`src/sv/assert_macros.svh`:
```
// assertion macros for the files that check their own logic
`ifndef ASSERT_MACROS_SVH
`define ASSERT_MACROS_SVH

// antecedent implies consequent in the same cycle
`define ASSERT_IMPLIES(label, clk, rst_n, ante, cons) \
	label: assert property (@(posedge clk) disable iff (!rst_n) (ante) |-> (cons)) \
		else $error("assertion failed: same-cycle implication");

// antecedent implies consequent in the next cycle
`define ASSERT_NEXT(label, clk, rst_n, ante, cons) \
	label: assert property (@(posedge clk) disable iff (!rst_n) (ante) |=> (cons)) \
		else $error("assertion failed: next-cycle implication");

`endif

```
`src/sv/rmv_pkg.sv`:
```
// constants and controller/datapath interface types for the running mean and variance block
package rmv_pkg;

	localparam int SAMPLE_BITS = 32;
	localparam int COUNT_BITS  = 32;
	localparam int VAR_BITS    = 48;
	localparam int FRAC_BITS   = 16;

	// split of the variance for the two partial products
	localparam int VAR_HALF    = VAR_BITS / 2;
	localparam int PART_BITS   = COUNT_BITS + VAR_HALF;
	// full product (n-2)*var and the common divider dividend
	localparam int PROD_BITS   = COUNT_BITS + VAR_BITS;
	localparam int SQ_BITS     = 2 * SAMPLE_BITS;
	// quotient width and number of radix-2 steps
	localparam int QUO_BITS    = PROD_BITS - COUNT_BITS;
	localparam int DIV_STEPS   = QUO_BITS;
	localparam int STEP_W      = $clog2(DIV_STEPS);

	localparam logic [COUNT_BITS-1:0] COUNT_MAX = {COUNT_BITS{1'b1}};
	localparam logic [VAR_BITS-1:0]   VAR_MAX   = {VAR_BITS{1'b1}};

	typedef struct packed {
		logic first;      // first sample: load mean, count one, variance zero
		logic capture;    // later sample: register n, |x-mean| and sign
		logic mul_lo;     // (n-2)*var low half, |d|^2
		logic mul_hi;     // (n-2)*var high half
		logic div_start;  // launch the three dividers
		logic commit;     // update state and load the output register
	} rmv_cmd_t;

	typedef struct packed {
		logic cnt_zero;   // no sample seen yet
		logic div_busy;   // a divider is still iterating
		logic out_full;   // result register holds an item not taken this cycle
	} rmv_stat_t;

endpackage

```
`src/sv/rmv_ctrl.sv`:
```
// controller: sequences capture, multiply, divide and commit for each item after the first
module rmv_ctrl import rmv_pkg::*; (
	input  logic      clk,
	input  logic      arst_n,
	input  logic      in_valid,
	output logic      in_ready,
	input  rmv_stat_t stat,
	output rmv_cmd_t  cmd
);

	typedef enum logic [2:0] {
		ST_IDLE,
		ST_MUL_LO,
		ST_MUL_HI,
		ST_DIV_GO,
		ST_DIV_WAIT,
		ST_COMMIT
	} state_t;

	state_t state_q;

	// command decode
	always_comb begin
		cmd           = '0;
		cmd.first     = (state_q == ST_IDLE) & in_valid & stat.cnt_zero;
		cmd.capture   = (state_q == ST_IDLE) & in_valid & ~stat.cnt_zero;
		cmd.mul_lo    = (state_q == ST_MUL_LO);
		cmd.mul_hi    = (state_q == ST_MUL_HI);
		cmd.div_start = (state_q == ST_DIV_GO);
		cmd.commit    = (state_q == ST_COMMIT) & ~stat.out_full;
	end

	assign in_ready = (state_q == ST_IDLE);

	// state register
	always_ff @(posedge clk or negedge arst_n) begin
		if (!arst_n) begin
			state_q <= ST_IDLE;
		end else begin
			case (state_q)
				ST_IDLE: begin
					if (in_valid && !stat.cnt_zero) begin
						state_q <= ST_MUL_LO;
					end
				end
				ST_MUL_LO: begin
					state_q <= ST_MUL_HI;
				end
				ST_MUL_HI: begin
					state_q <= ST_DIV_GO;
				end
				ST_DIV_GO: begin
					state_q <= ST_DIV_WAIT;
				end
				ST_DIV_WAIT: begin
					if (!stat.div_busy) begin
						state_q <= ST_COMMIT;
					end
				end
				ST_COMMIT: begin
					if (!stat.out_full) begin
						state_q <= ST_IDLE;
					end
				end
				default: begin
					state_q <= ST_IDLE;
				end
			endcase
		end
	end

endmodule
```
`config.mk`:
```
export PLATFORM = sky130hd
export DESIGN_NAME = rmv_ctrl
export DESIGN_NICKNAME = d
export VERILOG_FILES = /design/src/sv/assert_macros.svh /design/src/sv/rmv_pkg.sv /design/src/sv/rmv_ctrl.sv
export SDC_FILE = /design/constraint.sdc
export NUM_CORES = 1
export LEC_CHECK = 0
export BUFFER_PORTS_ARGS = -buffer_cell sky130_fd_sc_hd__buf_2
export CORE_AREA = 2 2 39 41
export CTS_CLUSTER_SIZE = 8
export DETAILED_ROUTE_END_ITERATION = 6
export DIE_AREA = 0 0 41 43
export GPL_ROUTABILITY_DRIVEN = 0
export PLACE_DENSITY = 0.44
export SLEW_MARGIN = 20
export SYNTH_ARGS = -nofsm -noshare
export SYNTH_HDL_FRONTEND = slang
export SYNTH_SLANG_ARGS = --single-unit
```
`constraint.sdc`:
```
create_clock -name clk -period 1.2 [get_ports clk]
set_input_delay 0.12 -clock clk [delete_from_list [all_inputs] [get_ports clk]]
set_output_delay 0.12 -clock clk [all_outputs]
set_load 0.03 [all_outputs]
```
# == Yosys cells after proc, flatten, opt, wreduce, memory -nomap -nowiden ==
# Index checks and enable logic that the tools add are counted.
# totals
ff_bits,3
input_bits,6
output_inout_bits,7
elab_cells,23
# op_classes
n_eq_ne,8
muxes,4
bitwise_logic,6
n_reduce_logical,4
# op_table
op,count
case mux 3 bit (6 select lines),1
2-to-1 mux 3 bit,3
== test 3 x 2 -> 1 bit (second input constant),2
== test 3 bit (second input constant),2
bitwise AND 1 bit,4
!= test 2 bit (second input constant),2
== test 3 x 1 -> 1 bit (second input constant),1
logical NOT 3 bit,1
AND reduction 3 bit,1
!= test 2 x 1 -> 1 bit (second input constant),1
NOT 1 bit,2
logical AND 1 bit,1
logical NOT 1 bit,1

# == Depth between registers and ports, before layout ==
# logic_depth
ltp_word,4
ltp_mapped,4
depth_no_buf,3

# == Least setup slack after synthesis ==
# No wires, ideal clock.
# synth_path
kind,flip-flop to output port
from,register state_q[2]
to,output port cmd[4] (netlist name)
arrival_time_ns,1.370
required_ns,1.080
slack_ns,-0.290
stages_incl_launch_ff,3
n_path_buf,0
cell_sequence,dfrtp_1 -> nor3_2 -> and3_1
# synth_lines
item,line,text
start: declaration,rmv_ctrl.sv:20,state_t state_q;
start signal: assignment,rmv_ctrl.sv:38,state_q <= ST_IDLE;
start signal: assignment,rmv_ctrl.sv:43,state_q <= ST_MUL_LO;
start signal: assignment,rmv_ctrl.sv:47,state_q <= ST_MUL_HI;
end: declaration,rmv_ctrl.sv:8,output rmv_cmd_t cmd

==> flow_summary.json <==
{
  "coreArea_um2": 1384,
  "clk_pin_slew_ns": 0.04,
  "port-buffer-count": 12,
  "netlist.area_leader.share_pct": 37.27,
  "dr.pass1.iters": 3,
  "synth_area_leaders": "dfrtp_1 (37%), nor3b_2 (19%), and3_1 (6.2%)",
  "rows": 14,
  "syn-cell-area_um2": 201.4,
  "track_usage_pct": 7.754,
  "crit_arrival_ns": 1.21,
  "diodes": 0,
  "yosysSeqAreaShare_pct": 37.27,
  "grt_pass1_wl_um": 828,
  "synth-edff-count": 0,
  "clk_latency_ns": 0.24,
  "reg_top3": "state_q x3",
  "critPathKind": "flop to output pin",
  "numClockSinks": 3,
  "start_kind": "flop",
  "drive_gt1_share_pct": 75.56,
  "synth_seq_cells": 3,
  "irDropWorstVdd_uv": 471.6,
  "rrSetupSlack_ns": 0.15,
  "synth_area_leader_cell": "dfrtp_1",
  "status": "finished, violations left",
  "timing.final.crit_share_pct": 110.5,
  "numCtsBuffers": 3,
  "syn_avg_cell_area_um2": 9.593,
  "cts_tree": "done",
  "die_width_um": 41,
  "routed_wl_um": 550,
  "ios": 13,
  "antenna_left": 0,
  "critPathCaptureType": "output pin",
  "setup_viol": 6,
  "synthFlopType": "dfrtp_1",
  "fmax_ghz": 0.7541,
  "syn_nets": 27,
  "hpwl_um": 386.1,
  "cts_buffer_depth": 2,
  "final_area_um2": 445.4,
  "finClkSkew_ns": 0.005117,
  "setup_ws_ns": -0.1260,
  "grt_setup_unrepaired": "yes",
  "worstMarginPinSlew_ns": 0.2247,
  "async_flop_share_pct": 100.0,
  "drc": 0,
  "rr_endpoint": "state_q[0]$_DFFE_PN0P_",
  "fillers": 146,
  "grt_pass1_vias": 218,
  "cts_root_buf": "clkbuf_4",
  "largest_register": "state_q",
  "crit_fanout": 5,
  "fin_hold_ws_ns": 0.1955,
  "largest_reg_flops": 3,
  "drv_slew": 0,
  "antenna_found_initial": 0,
  "initial_core_util_pct": 14.56,
  "rr_worst_depth": 5,
  "max-cap-violations": 0,
  "timing.rr.start": "state_q[0]$_DFFE_PN0P_",
  "fp.dieArea_um2": 1763,
  "required_ns": 1.08,
  "finalHoldViolCount": 0,
  "maxSlewHeadroom_pct": 84.98,
  "drt_iter0_markers": 4,
  "grt_max_degree": 7,
  "routed_via_density": 3.967,
  "grt_overflow_total": 0,
  "p_total_w": 0.001151,
  "htree_num_levels": 1,
  "p_leak_nw": 0.2141,
  "violations": "negative setup slack",
  "die_h_um": 43,
  "syn_inst": 21,
  "min_path_type": "input pin to async pin",
  "dpl_cell_area_um2": 305.3,
  "synth_warnings": 0,
  "synth_cell_types": 14,
  "fin_crit_ns": 1.326,
  "fin_nets": 52,
  "yosys-top-cells-count": "dfrtp_1 (3), nor3b_2 (3), a21oi_1 (2), and3_1 (2), nor2_1 (2)",
  "synthToLayoutAreaGrowth_pct": 121.1,
  "powerDensity_nw_per_um2": 2584,
  "wl_per_cell_um": 9.016,
  "via_count": 242
}
[how the worst max path moves through the flow]
stage,to,cells after the start,slack [ns],start
floorplan,cmd[4],3,-0.1,state_q[0]$_DFFE_PN0P_
global placement,cmd[5],3,0.04,state_q[1]$_DFFE_PN0P_
detailed placement,cmd[5],3,0.03,state_q[1]$_DFFE_PN0P_
CTS,cmd[0],3,-0.13,state_q[1]$_DFFE_PN0P_
global route,cmd[5],3,-0.16,state_q[2]$_DFFE_PN0P_
finish,cmd[5],3,-0.13,state_q[2]$_DFFE_PN0P_
[kinds of logic after synthesis]
kind of cell           count (synthesis)  share of synthesized area (%)
DFF                                    3                          37.27
and+or+nand+nor                       12                          44.73
AOI/OAI and AO/OA                      4                          12.43
buffers and inverters                  2                          5.590
[routing by layer]
layer | GRT usage, % | up-vias | wire length, um
met5 | 0 | - | 0
met4 | 10.00 | 0 | 23
met3 | 3.141 | 2 | 34
met2 | 10.00 | 10 | 288
met1 | 7.792 | 107 | 204
li1 | - | 123 | -
[report_power, final]
part           switching, W  internal (W)  total, W  leakage (nW)
Combinational      0.000357      0.000388  0.000745         0.163
Sequential        0.0000706      0.000150  0.000220        0.0357
Clock             0.0000602      0.000125  0.000185        0.0150
Total              0.000488      0.000663   0.00115         0.214
[cell usage in the layout, fill, tap and decap left out, drive strengths merged]
| cell type | Yosys | final |
|---|---|---|
| inv | 1 | 1 |
| dfrtp | 3 | 3 |
| nor2 | 2 | 2 |
| o32ai | 1 | 1 |
| clkbuf | 0 | 4 |
| nor3b | 3 | 3 |
| dlygate4sd3 | 0 | 1 |
| nor2b | 1 | 1 |
| and3 | 2 | 2 |
| nand2b | 1 | 1 |
| nand2 | 1 | 1 |
| o22ai | 1 | 1 |
| buf | 1 | 20 |
| or2 | 1 | 1 |
| nor3 | 1 | 1 |
| a21oi | 2 | 2 |
[per-stage QoR]
step,utilization (%),TNS [ns],setup WS [ns],cells
floorplan,-,-0.1938,-0.09685,21
CTS,30.47,-0.5843,-0.1261,60
detailed placement,22.06,0,0.03281,50
finish,32.19,-0.5993,-0.1260,61
global placement,22.06,0,0.04015,50
global route,32.19,-0.8753,-0.1635,61
[what timing repair did]
| item | 4_1_cts | 5_1_grt |
|---|---|---|
| setup buffers | 5 | 1 |
| setup endpoints to repair | 7 | 7 |
| resized for setup | 15 | 3 |
| pin swaps | 2 | 4 |
| endpoints found under the hold margin | 3 | 0 |
| hold buffers | 1 | 0 |
[worst max-delay path: stages, from the launching register on]
cell,delay (ns)
dfrtp_2,0.44
nor3_4,0.20
and3_4,0.20
buf_6,0.12
[layout make-up]
type / count / area (um^2) / area share (%)
clock buffers: 4 / 26.28 / 5.899
well taps: 16 / 20.02 / 4.494
flip-flops and latches: 3 / 77.57 / 17.42
repair buffers: 21 / 163.9 / 36.80
multi-input cells: 16 / 153.9 / 34.55
inverters: 1 / 3.754 / 0.8427
No activity file was read; power rests on OpenSTA's default activity.
